**config.mk**
```make
export PLATFORM = sky130hd
export DESIGN_NAME = reliable_datagram_endpoint
export DESIGN_NICKNAME = d
export VERILOG_FILES = /design/src/rtl/core/rde_pkg.sv /design/src/rtl/core/rde_cfg_regs.sv /design/src/rtl/core/rde_engine.sv /design/src/rtl/core/reliable_datagram_endpoint.sv
export SDC_FILE = /design/constraint.sdc
export NUM_CORES = 1
export LEC_CHECK = 0
export CAP_MARGIN = 20
export CORE_AREA = 2 2 214 374
export DETAILED_ROUTE_END_ITERATION = 8
export DIE_AREA = 0 0 216 376
export DONT_BUFFER_PORTS = 1
export SLEW_MARGIN = 40
export SYNTH_ARGS = -nofsm -noshare
export SYNTH_HDL_FRONTEND = slang
export SYNTH_HIERARCHICAL = 1
export SYNTH_SLANG_ARGS = --single-unit
```
**constraint.sdc**
```tcl
create_clock -name clk -period 12.9 [get_ports clk]
set_input_delay 1.29 -clock clk [delete_from_list [all_inputs] [get_ports clk]]
set_output_delay 1.29 -clock clk [all_outputs]
set_load 0.005 [all_outputs]
```
**src/rtl/core/rde_pkg.sv**
```systemverilog
package rde_pkg;

  // Default header size in bytes
  localparam int HEADER_BYTES_DEF = 8;

  // Register reset values
  localparam logic [15:0] MAX_PAYLOAD_RST    = 16'd1024;
  localparam logic [15:0] DATAGRAM_LIMIT_RST = 16'd1032;
  localparam logic [31:0] ACK_TIMEOUT_RST    = 32'd1000;

  // Register indexes
  typedef logic [1:0] cfg_idx_t;
  localparam cfg_idx_t CFG_MAX_PAYLOAD    = 2'd0;
  localparam cfg_idx_t CFG_DATAGRAM_LIMIT = 2'd1;
  localparam cfg_idx_t CFG_ACK_TIMEOUT    = 2'd2;

  typedef enum logic [1:0] {
    OP_RX_HEADER  = 2'd0,
    OP_SEND_REL   = 2'd1,
    OP_SEND_UNREL = 2'd2,
    OP_TICK       = 2'd3
  } op_t;

  typedef enum logic [4:0] {
    ACT_NONE           = 5'd0,
    ACT_SHORT          = 5'd1,
    ACT_CONTROL        = 5'd2,
    ACT_TOO_LONG       = 5'd3,
    ACT_UNREL_DELIVER  = 5'd4,
    ACT_UNREL_STALE    = 5'd5,
    ACT_ACK_STALE      = 5'd6,
    ACT_SEND_NEXT      = 5'd7,
    ACT_SEND_DONE      = 5'd8,
    ACT_DUPLICATE      = 5'd9,
    ACT_FRAG_STORED    = 5'd10,
    ACT_MSG_COMPLETE   = 5'd11,
    ACT_SENT           = 5'd12,
    ACT_BUSY_REFUSED   = 5'd13,
    ACT_RESENT         = 5'd14,
    ACT_UNREL_SENT     = 5'd15,
    ACT_UNREL_REFUSED  = 5'd16,
    ACT_BACKUP_IGNORED = 5'd17
  } action_t;

  typedef struct packed {
    logic [15:0] max_payload;
    logic [15:0] datagram_limit;
    logic [31:0] ack_timeout;
  } cfg_t;

  typedef struct packed {
    op_t         op;
    logic [15:0] received_bytes;
    logic [15:0] header_length;
    logic        flag_control;
    logic        flag_backup;
    logic        flag_unreliable;
    logic        flag_acknowledge;
    logic        flag_reliable;
    logic        flag_end_of_message;
    logic [31:0] sequence_in;
    logic [23:0] send_length;
  } item_t;

  typedef struct packed {
    action_t     action;
    logic [31:0] sequence_out;
    logic [15:0] payload_bytes;
    logic        end_of_message_out;
    logic [23:0] message_bytes;
    logic [31:0] dropped_count;
    logic        sender_free;
  } result_t;

  typedef struct packed {
    logic        eom;
    logic [15:0] len;
  } frag_t;

  // Next fragment out of the bytes still to send
  function automatic frag_t frag_len(input logic [23:0] rem, input logic [15:0] mp);
    frag_t f;
    if (rem <= {8'd0, mp}) begin
      f.eom = 1'b1;
      f.len = rem[15:0];
    end else begin
      f.eom = 1'b0;
      f.len = mp;
    end
    return f;
  endfunction

endpackage

```
**src/rtl/core/rde_cfg_regs.sv**
```systemverilog
module rde_cfg_regs (
  input  logic              clk,
  input  logic              rst_n,
  input  logic              cfg_valid,
  output logic              cfg_ready,
  input  rde_pkg::cfg_idx_t cfg_index,
  input  logic [31:0]       cfg_data,
  output rde_pkg::cfg_t     cfg
);
  import rde_pkg::*;

  cfg_t cfg_r;

  assign cfg_ready = 1'b1;
  assign cfg      = cfg_r;

  // Register file; an index past the list is dropped
  always_ff @(posedge clk) begin
    if (!rst_n) begin
      cfg_r.max_payload    <= MAX_PAYLOAD_RST;
      cfg_r.datagram_limit <= DATAGRAM_LIMIT_RST;
      cfg_r.ack_timeout    <= ACK_TIMEOUT_RST;
    end else if (cfg_valid && cfg_ready) begin
      case (cfg_index)
        CFG_MAX_PAYLOAD:    cfg_r.max_payload    <= cfg_data[15:0];
        CFG_DATAGRAM_LIMIT: cfg_r.datagram_limit <= cfg_data[15:0];
        CFG_ACK_TIMEOUT:    cfg_r.ack_timeout    <= cfg_data;
        default: ;
      endcase
    end
  end

endmodule

```
**src/rtl/core/rde_engine.sv**
```systemverilog
module rde_engine #(
  parameter int HEADER_BYTES = rde_pkg::HEADER_BYTES_DEF
) (
  input  logic             clk,
  input  logic             rst_n,
  input  rde_pkg::cfg_t    cfg,
  input  rde_pkg::item_t   item,
  input  logic             go,
  output rde_pkg::result_t res
);
  import rde_pkg::*;

  localparam logic [15:0] HDR = 16'(HEADER_BYTES);

  // Link state
  logic [31:0] send_seq_r, send_seq_nxt;
  logic [31:0] recv_seq_r, recv_seq_nxt;
  logic [31:0] unrel_send_seq_r, unrel_send_seq_nxt;
  logic [31:0] unrel_recv_seq_r, unrel_recv_seq_nxt;
  logic [23:0] send_rem_r, send_rem_nxt;
  logic [23:0] reasm_r, reasm_nxt;
  logic        idle_r, idle_nxt;
  logic [31:0] ticks_r, ticks_nxt;

  logic [15:0] mp;
  logic [15:0] plen;
  logic [23:0] rem_after_ack;
  logic [24:0] reasm_sum;
  logic [23:0] reasm_sat;
  logic [31:0] ticks_inc;
  frag_t       frag_new, frag_cur, frag_ack;

  // Shared datapath terms
  always_comb begin
    mp            = (cfg.max_payload == 16'd0) ? 16'd1 : cfg.max_payload;
    plen          = (item.header_length >= HDR) ? item.header_length - HDR : 16'd0;
    rem_after_ack = (send_rem_r > {8'd0, mp}) ? send_rem_r - {8'd0, mp} : 24'd0;
    reasm_sum     = {1'b0, reasm_r} + {9'd0, plen};
    reasm_sat     = reasm_sum[24] ? {24{1'b1}} : reasm_sum[23:0];
    ticks_inc     = (&ticks_r) ? ticks_r : ticks_r + 32'd1;
    frag_new      = frag_len(item.send_length, mp);
    frag_cur      = frag_len(send_rem_r, mp);
    frag_ack      = frag_len(rem_after_ack, mp);
  end

  // Decision and next state
  always_comb begin
    send_seq_nxt       = send_seq_r;
    recv_seq_nxt       = recv_seq_r;
    unrel_send_seq_nxt = unrel_send_seq_r;
    unrel_recv_seq_nxt = unrel_recv_seq_r;
    send_rem_nxt       = send_rem_r;
    reasm_nxt          = reasm_r;
    idle_nxt           = idle_r;
    ticks_nxt          = ticks_r;
    res                = '0;
    res.action         = ACT_NONE;

    unique case (item.op)
      OP_RX_HEADER: begin
        priority if (item.received_bytes < HDR) begin
          res.action = ACT_SHORT;
        end else if (item.flag_control) begin
          res.action = ACT_CONTROL;
        end else if (item.header_length > cfg.datagram_limit) begin
          res.action = ACT_TOO_LONG;
        end else if (item.flag_backup) begin
          res.action = ACT_BACKUP_IGNORED;
        end else if (item.flag_unreliable) begin
          if (item.sequence_in < unrel_recv_seq_r) begin
            res.action = ACT_UNREL_STALE;
          end else begin
            res.dropped_count  = item.sequence_in - unrel_recv_seq_r;
            unrel_recv_seq_nxt = item.sequence_in + 32'd1;
            res.payload_bytes  = plen;
            res.action         = ACT_UNREL_DELIVER;
          end
        end else if (item.flag_acknowledge) begin
          if (idle_r || item.sequence_in != send_seq_r - 32'd1) begin
            res.action = ACT_ACK_STALE;
          end else begin
            send_rem_nxt = rem_after_ack;
            if (rem_after_ack != 24'd0) begin
              res.payload_bytes      = frag_ack.len;
              res.end_of_message_out = frag_ack.eom;
              res.sequence_out       = send_seq_r;
              send_seq_nxt           = send_seq_r + 32'd1;
              ticks_nxt              = 32'd0;
              res.action             = ACT_SEND_NEXT;
            end else begin
              idle_nxt   = 1'b1;
              res.action = ACT_SEND_DONE;
            end
          end
        end else if (item.flag_reliable) begin
          res.sequence_out = item.sequence_in;
          if (item.sequence_in != recv_seq_r) begin
            res.action = ACT_DUPLICATE;
          end else begin
            recv_seq_nxt      = recv_seq_r + 32'd1;
            res.payload_bytes = plen;
            if (item.flag_end_of_message) begin
              res.message_bytes = reasm_sat;
              reasm_nxt         = 24'd0;
              res.action        = ACT_MSG_COMPLETE;
            end else begin
              reasm_nxt  = reasm_sat;
              res.action = ACT_FRAG_STORED;
            end
          end
        end else begin
          res.action = ACT_NONE;
        end
      end
      OP_SEND_REL: begin
        if (!idle_r) begin
          res.action = ACT_BUSY_REFUSED;
        end else begin
          send_rem_nxt           = item.send_length;
          res.payload_bytes      = frag_new.len;
          res.end_of_message_out = frag_new.eom;
          res.sequence_out       = send_seq_r;
          send_seq_nxt           = send_seq_r + 32'd1;
          idle_nxt               = 1'b0;
          ticks_nxt              = 32'd0;
          res.action             = ACT_SENT;
        end
      end
      OP_SEND_UNREL: begin
        if (item.send_length >= {8'd0, mp}) begin
          res.action = ACT_UNREL_REFUSED;
        end else begin
          res.sequence_out   = unrel_send_seq_r;
          unrel_send_seq_nxt = unrel_send_seq_r + 32'd1;
          res.payload_bytes  = item.send_length[15:0];
          res.action         = ACT_UNREL_SENT;
        end
      end
      OP_TICK: begin
        // Count only while a fragment awaits its ack
        if (!idle_r) begin
          if (ticks_inc > cfg.ack_timeout) begin
            res.payload_bytes      = frag_cur.len;
            res.end_of_message_out = frag_cur.eom;
            res.sequence_out       = send_seq_r - 32'd1;
            ticks_nxt              = 32'd0;
            res.action             = ACT_RESENT;
          end else begin
            ticks_nxt = ticks_inc;
          end
        end
      end
      default: ;
    endcase

    res.sender_free = idle_nxt;
  end

  // State update on each processed item
  always_ff @(posedge clk) begin
    if (!rst_n) begin
      send_seq_r       <= '0;
      recv_seq_r       <= '0;
      unrel_send_seq_r <= '0;
      unrel_recv_seq_r <= '0;
      send_rem_r       <= '0;
      reasm_r          <= '0;
      idle_r           <= 1'b1;
      ticks_r          <= '0;
    end else if (go) begin
      send_seq_r       <= send_seq_nxt;
      recv_seq_r       <= recv_seq_nxt;
      unrel_send_seq_r <= unrel_send_seq_nxt;
      unrel_recv_seq_r <= unrel_recv_seq_nxt;
      send_rem_r       <= send_rem_nxt;
      reasm_r          <= reasm_nxt;
      idle_r           <= idle_nxt;
      ticks_r          <= ticks_nxt;
    end
  end

endmodule

```
**src/rtl/core/reliable_datagram_endpoint.sv**
```systemverilog
// Channel  Direction  Handshake           Carries
// in_      in         in_valid/in_stall   one request: header, send or tick
// out_     out        out_valid/out_stall one result per request
// cfg_     in         cfg_valid/cfg_ready register index and write data
//
// One request per cycle sustained while out_stall is low; a request passes through the
// input register, then decision logic into the result register.
// Link state updates in the cycle a request moves into the result register.
// Synchronous active-low reset; first request may be taken in the next cycle.
// out_stall holds the result register and backs up into in_stall that cycle.
module reliable_datagram_endpoint #(
  parameter int HEADER_BYTES = rde_pkg::HEADER_BYTES_DEF
) (
  input  logic              clk,
  input  logic              rst_n,
  input  logic              in_valid,
  output logic              in_stall,
  input  logic [1:0]        in_op,
  input  logic [15:0]       in_received_bytes,
  input  logic [15:0]       in_header_length,
  input  logic              in_flag_control,
  input  logic              in_flag_backup,
  input  logic              in_flag_unreliable,
  input  logic              in_flag_acknowledge,
  input  logic              in_flag_reliable,
  input  logic              in_flag_end_of_message,
  input  logic [31:0]       in_sequence_in,
  input  logic [23:0]       in_send_length,
  output logic              out_valid,
  input  logic              out_stall,
  output logic [4:0]        out_action,
  output logic [31:0]       out_sequence_out,
  output logic [15:0]       out_payload_bytes,
  output logic              out_end_of_message_out,
  output logic [23:0]       out_message_bytes,
  output logic [31:0]       out_dropped_count,
  output logic              out_sender_free,
  input  logic              cfg_valid,
  output logic              cfg_ready,
  input  rde_pkg::cfg_idx_t cfg_index,
  input  logic [31:0]       cfg_data
);
  import rde_pkg::*;

  cfg_t    cfg;
  item_t   item_r;
  logic    in_valid_r;
  result_t res, res_r;
  logic    out_valid_r;
  logic    advance, go, in_accept;

  rde_cfg_regs u_cfg (
    .clk       (clk),
    .rst_n     (rst_n),
    .cfg_valid (cfg_valid),
    .cfg_ready (cfg_ready),
    .cfg_index (cfg_index),
    .cfg_data  (cfg_data),
    .cfg       (cfg)
  );

  // Flow control
  assign advance   = !out_valid_r || !out_stall;
  assign go        = in_valid_r && advance;
  assign in_stall  = in_valid_r && !advance;
  assign in_accept = in_valid && !in_stall;

  // Input register
  always_ff @(posedge clk) begin
    if (!rst_n) begin
      in_valid_r <= 1'b0;
    end else if (!in_stall) begin
      in_valid_r <= in_valid;
    end
  end

  always_ff @(posedge clk) begin
    if (in_accept) begin
      item_r.op                  <= op_t'(in_op);
      item_r.received_bytes      <= in_received_bytes;
      item_r.header_length       <= in_header_length;
      item_r.flag_control        <= in_flag_control;
      item_r.flag_backup         <= in_flag_backup;
      item_r.flag_unreliable     <= in_flag_unreliable;
      item_r.flag_acknowledge    <= in_flag_acknowledge;
      item_r.flag_reliable       <= in_flag_reliable;
      item_r.flag_end_of_message <= in_flag_end_of_message;
      item_r.sequence_in         <= in_sequence_in;
      item_r.send_length         <= in_send_length;
    end
  end

  rde_engine #(
    .HEADER_BYTES (HEADER_BYTES)
  ) u_engine (
    .clk   (clk),
    .rst_n (rst_n),
    .cfg   (cfg),
    .item  (item_r),
    .go    (go),
    .res   (res)
  );

  // Result register
  always_ff @(posedge clk) begin
    if (!rst_n) begin
      out_valid_r <= 1'b0;
    end else if (advance) begin
      out_valid_r <= go;
    end
  end

  always_ff @(posedge clk) begin
    if (go) begin
      res_r <= res;
    end
  end

  assign out_valid              = out_valid_r;
  assign out_action             = res_r.action;
  assign out_sequence_out       = res_r.sequence_out;
  assign out_payload_bytes      = res_r.payload_bytes;
  assign out_end_of_message_out = res_r.end_of_message_out;
  assign out_message_bytes      = res_r.message_bytes;
  assign out_dropped_count      = res_r.dropped_count;
  assign out_sender_free        = res_r.sender_free;

endmodule

```
# == Word-level counts from Yosys, hierarchy flattened ==
# Cells that the tools add are included.
# word_totals
latchBits,0
out_inout_bits,114
ff_bits,482
ram_bits,0
inputBits,135
wordCells,195
mem_count,0
mem_bits_ro,0
# op_classes
shift,0
bitwise_logic,12
multipliers,0
n_div,0
magnitude_cmp,10
reduce_logical,27
n_eq_ne,17
n_mux,88
n_addsub,10
# op_table
cell,count
$mux 32,24
$mux 105,4
$mux 24,15
$pmux 53 s4,1
$add 32x1->32 const B,5
$mux 49,3
$mux 53,2
$mux 48,2
$pmux 32 s3,1
$mux 16,5
$le 24x16->1,3
$ne 32x32->1,2
$pmux 32 s2,1
$mux 54,1
$mux 17,3
$pmux 24 s2,1
$mux 5,9
$gt 32x32->1,1
$lt 32x32->1,1
$reduce_and 32->1,1
$sub 32x1->32 const B,1
$sub 32x32->32,1
$add 24x16->25,1
$mux 25,1
other kinds (32),75

# == Logic depth before layout (Yosys ltp) ==
# logic_depth
word_depth,15
mapped_depth,27
depth_no_buf,23

# == By module ==
# The synthesis kept the hierarchy.
# by_module_without_submodules
module,seq_area_each_um2,cells_each,n_inst,area_each_um2
rde_engine,4184.0,2861,1,20698.6
reliable_datagram_endpoint,6256.0,215,1,6299.8
rde_cfg_regs,1281.2,261,1,2516.2

# == Worst setup path after synthesis ==
# Ideal clock, no wire load.
# synth_path
path_type,input to register
startpoint,input out_stall
endpoint,register u_engine.unrel_send_seq_r[16]
t_required_ns,12.830
stages,9
setup_ns,0.070
t_arrival_ns,11.877
path_slack_ns,0.952
n_path_buf,3
cell_sequence,a21boi_0 -> clkbuf_1 -> inv_1 -> or4b_2 -> clkbuf_1 -> or4_1 -> clkbuf_1 -> or3_1 -> a21oi_1
# synth_between
elab_chain_cells,4
# synth_rtl
element,line,text
start: declaration,reliable_datagram_endpoint.sv:30,"input logic out_stall,"
$logic_not 1->1,reliable_datagram_endpoint.sv:63,assign advance = !out_valid_r || !out_stall;
$logic_or 1x1->1,reliable_datagram_endpoint.sv:63,
$logic_and 1x1->1,reliable_datagram_endpoint.sv:64,assign go = in_valid_r && advance;
$reduce_and 3->1 (no source line),-,
end signal: assignment,rde_engine.sv:173,unrel_send_seq_r <= unrel_send_seq_nxt;
end: declaration,rde_engine.sv:18,"logic [31:0] unrel_send_seq_r, unrel_send_seq_nxt;"
# Every way passes these cells.
# A chain may end at the register's enable or synchronous reset.

==> impl_metrics.yaml <==
cts:
  clk_pin_slew_ns: 0.07
  cts_resized: 0
  clkSinkCount: 479
  cts_htree_levels: 2
  clock_latency_ns: 0.63
  root_buffer: "clkbuf_16"
  cts_setup_buffers: 0
  hold_buffers: 0
  clockBufferDepth: 3
  cts_tree: "yes"
  numCtsBuffers: 49
die:
  io_pins: 249
  die_x_um: 216
  rows: 136
  dieArea_sq_um: 81200
  start_util_pct: 37.6
  core-area_sq_um: 78300
  die_height_um: 376
grt:
  antenna_found_initial: 4
  grt.total_usage_pct: 22.8
  grt_max_degree: 194
  grt_pass1_vias: 24100
  grt_pass1_wl_um: 142000
  grt_overflow: 0
sta:
  tightestPinTransition_ns: 0.850
  clock-skew-final_ns: 0.0386
  rsz0062_at_grt: "no"
  hold_violations: 0
  fmax_mhz: 149
  relSlewSlack_pct: 43.3
  period_minus_slack_ns: 6.71
  maxSlewViolCount: 0
  period_share_pct: 52.0
  fin_tns_setup_ns: 0
  setup_violations: 0
synth:
  syn_inst: 3334
  syn_nets: 3622
  syn_area_sq_um: 29400
  avgSynthCellArea_sq_um: 8.83
  synth-warning-count: 6
power:
  power_frac_seq_pct: 46.1
  power.density_nw_per_um2: 113
  p_clk_share_pct: 41.6
  swShare_pct: 27.2
  intPower_mw: 2.64
  ir_worst_vdd_mv: 0.102
  p_leak_nw: 11.7
  combPwrFrac_pct: 12.3
  power.net_switching_mw: 0.987
worst_setup_path:
  startpoint_type: "flip-flop"
  critPathKind: "flip-flop to flip-flop"
  crit_chain: "nor4_1 > a41o_1 > ha_1 > inv_1 > fa_1 > nand3_1 > a21oi_1 > o21bai_1 > a21boi_0 > nor2_1 > buf_4 > nor3_1 > ha_1 > nand4_1 > nor4_1 > and2_1 > o21ai_0 > nand3_1 > a221o_1 > mux2_2 > a221oi_1 > o21ai_0"
  crit_slowest_cell: "a221o_1"
  slowest_delay_ns: 0.69
  cp-end-kind: "flip-flop"
  required_ns: 13.25
  cp.arrival_ns: 7.06
  rr_worst_depth: 22
  critPathMaxFanout: 17
layout:
  final_layout_size_suffix_gt1_share_pct: 6.56
  nNetsFinal: 3525
  n_fill_cell: 7855
  seq_area_sq_um: 11600
  fin_util_pct: 41.1
  area_growth_syn_to_layout_pct: 9.21
  multi_input_area_sq_um: 16500
place:
  portBuffers: 0
  place_congestion: 0.957
  dpl.hpwl_um: 71700
drt:
  viasPerCell: 5.72
  drc: 0
  drt-total-wl_um: 94800
  drt-initial-drc-count: 1652
  wl_per_cell_um: 22.0
  num_vias: 24700
  drtAntennaViolNets: 0
  drtPass1Iterations: 9
hold_path:
  hold_depth: 2
  hold_class: "flip-flop to flip-flop"
job:
  max_cap_violations: 0
run_status:
  status: "finished, final reports clean"
-- sequential cells by signal, summed over array words and instances (netlist names) --
name	count
out_message_bytes	24
u_engine/idle_r	1
out_payload_bytes	16
u_engine/reasm_r	24
out_dropped_count	32
out_end_of_message_out	1
out_action	5
u_engine/unrel_recv_seq_r	32
u_engine/unrel_send_seq_r	32
u_engine/send_rem_r	24
u_engine/recv_seq_r	32
in_valid_r	1
out_sequence_out	32
u_cfg/cfg	64
out_sender_free	1
u_engine/ticks_r	32
item_r	93
u_engine/send_seq_r	32
out_valid	1
-- through the flow --
| step | area [sq um] | worst slack, ns | hold WS (ns) | total power [mW] | std cells |
|---|---|---|---|---|---|
| floorplan | 29400 | 0.952 | 0.435 | 2.01 | 3334 |
| global placement | 30400 | 6.51 | 0.443 | 2.14 | 4218 |
| detailed placement | 30400 | 6.39 | 0.447 | 2.15 | 4220 |
| CTS | 32100 | 6.39 | 0.459 | 3.67 | 4311 |
| global route | 32100 | 5.75 | 0.476 | 3.77 | 4314 |
| finish | 32100 | 6.19 | 0.456 | 3.63 | 4314 |
-- worst max-delay path, delay by kind of cell, from the launching register on --
| family | cells | cell delay, ns |
|---|---|---|
| flops | 1 | 0.39 |
| compound gates | 8 | 2.16 |
| buf+inv | 2 | 0.38 |
| mux | 1 | 0.45 |
| simple gates | 8 | 2.05 |
| fa+ha+maj | 3 | 1.00 |
-- per-layer routing --
layer  up-vias  global-route usage (%)  routed length (um)
li1      11900                       -                   -
met1     11800                    23.1               34200
met2       772                    43.4               50100
met3       250                    3.68                4540
met4         2                    13.6                6030
met5         -                       0                  13
-- power by group through the flow --
stage | registers (mW) | clock network (mW) | logic (mW)
after floorplan | 1.69 | 0 | 0.327
after global placement | 1.70 | 0 | 0.434
after detailed placement | 1.71 | 0 | 0.441
after CTS | 1.67 | 1.56 | 0.443
after global routing | 1.68 | 1.61 | 0.487
final | 1.67 | 1.51 | 0.447
-- path summary, 6_finish.rpt --
kind / slack, ns / endpoint / from
hold reg to reg: 0.46 / u_cfg/cfg[25] / u_cfg/cfg[25]
setup / recovery: 6.19 / out_payload_bytes[9] / u_cfg/cfg[56]
hold / removal: 0.46 / u_cfg/cfg[25] / u_cfg/cfg[25]
setup reg to reg: 6.19 / out_payload_bytes[9] / u_cfg/cfg[56]
-- layout make-up --
class,count,share of cell area (%)
Inverter,155,1.82
Clock buffer,57,3.94
Multi-Input combinational cell,2493,51.3
Tap cell,1035,4.03
Clock inverter,34,1.28
Antenna cell,2,0.0156
Timing Repair Buffer,59,1.38
Sequential cell,479,36.2
-- placed cells by master (no fill, tap or decap), types with 9 or more instances in the layout --
cell	instances
inv_1	153
clkbuf_16	49
xnor2_1	161
o211ai_1	34
nand2_1	342
a222oi_1	10
clkinv_2	9
a21oi_1	157
or2_2	11
a221o_1	12
nand4b_1	12
nor4_1	32
nand3_1	110
ha_1	150
dfxtp_1	275
a21o_1	58
a221oi_1	26
or4_1	21
mux2_2	13
nor2_1	330
nand2b_1	33
o21bai_1	11
xor2_1	94
o21a_1	23
mux2i_1	80
nor2b_1	33
and4_1	23
edfxtp_1	204
and2_1	41
nand4_1	80
o21ai_0	141
nor3_1	68
or3_1	46
a211oi_1	51
a31oi_1	30
nand3b_1	10
and3_1	40
buf_4	59
a311oi_1	22
a22oi_1	18
No activity file was read; power rests on OpenSTA's default activity.
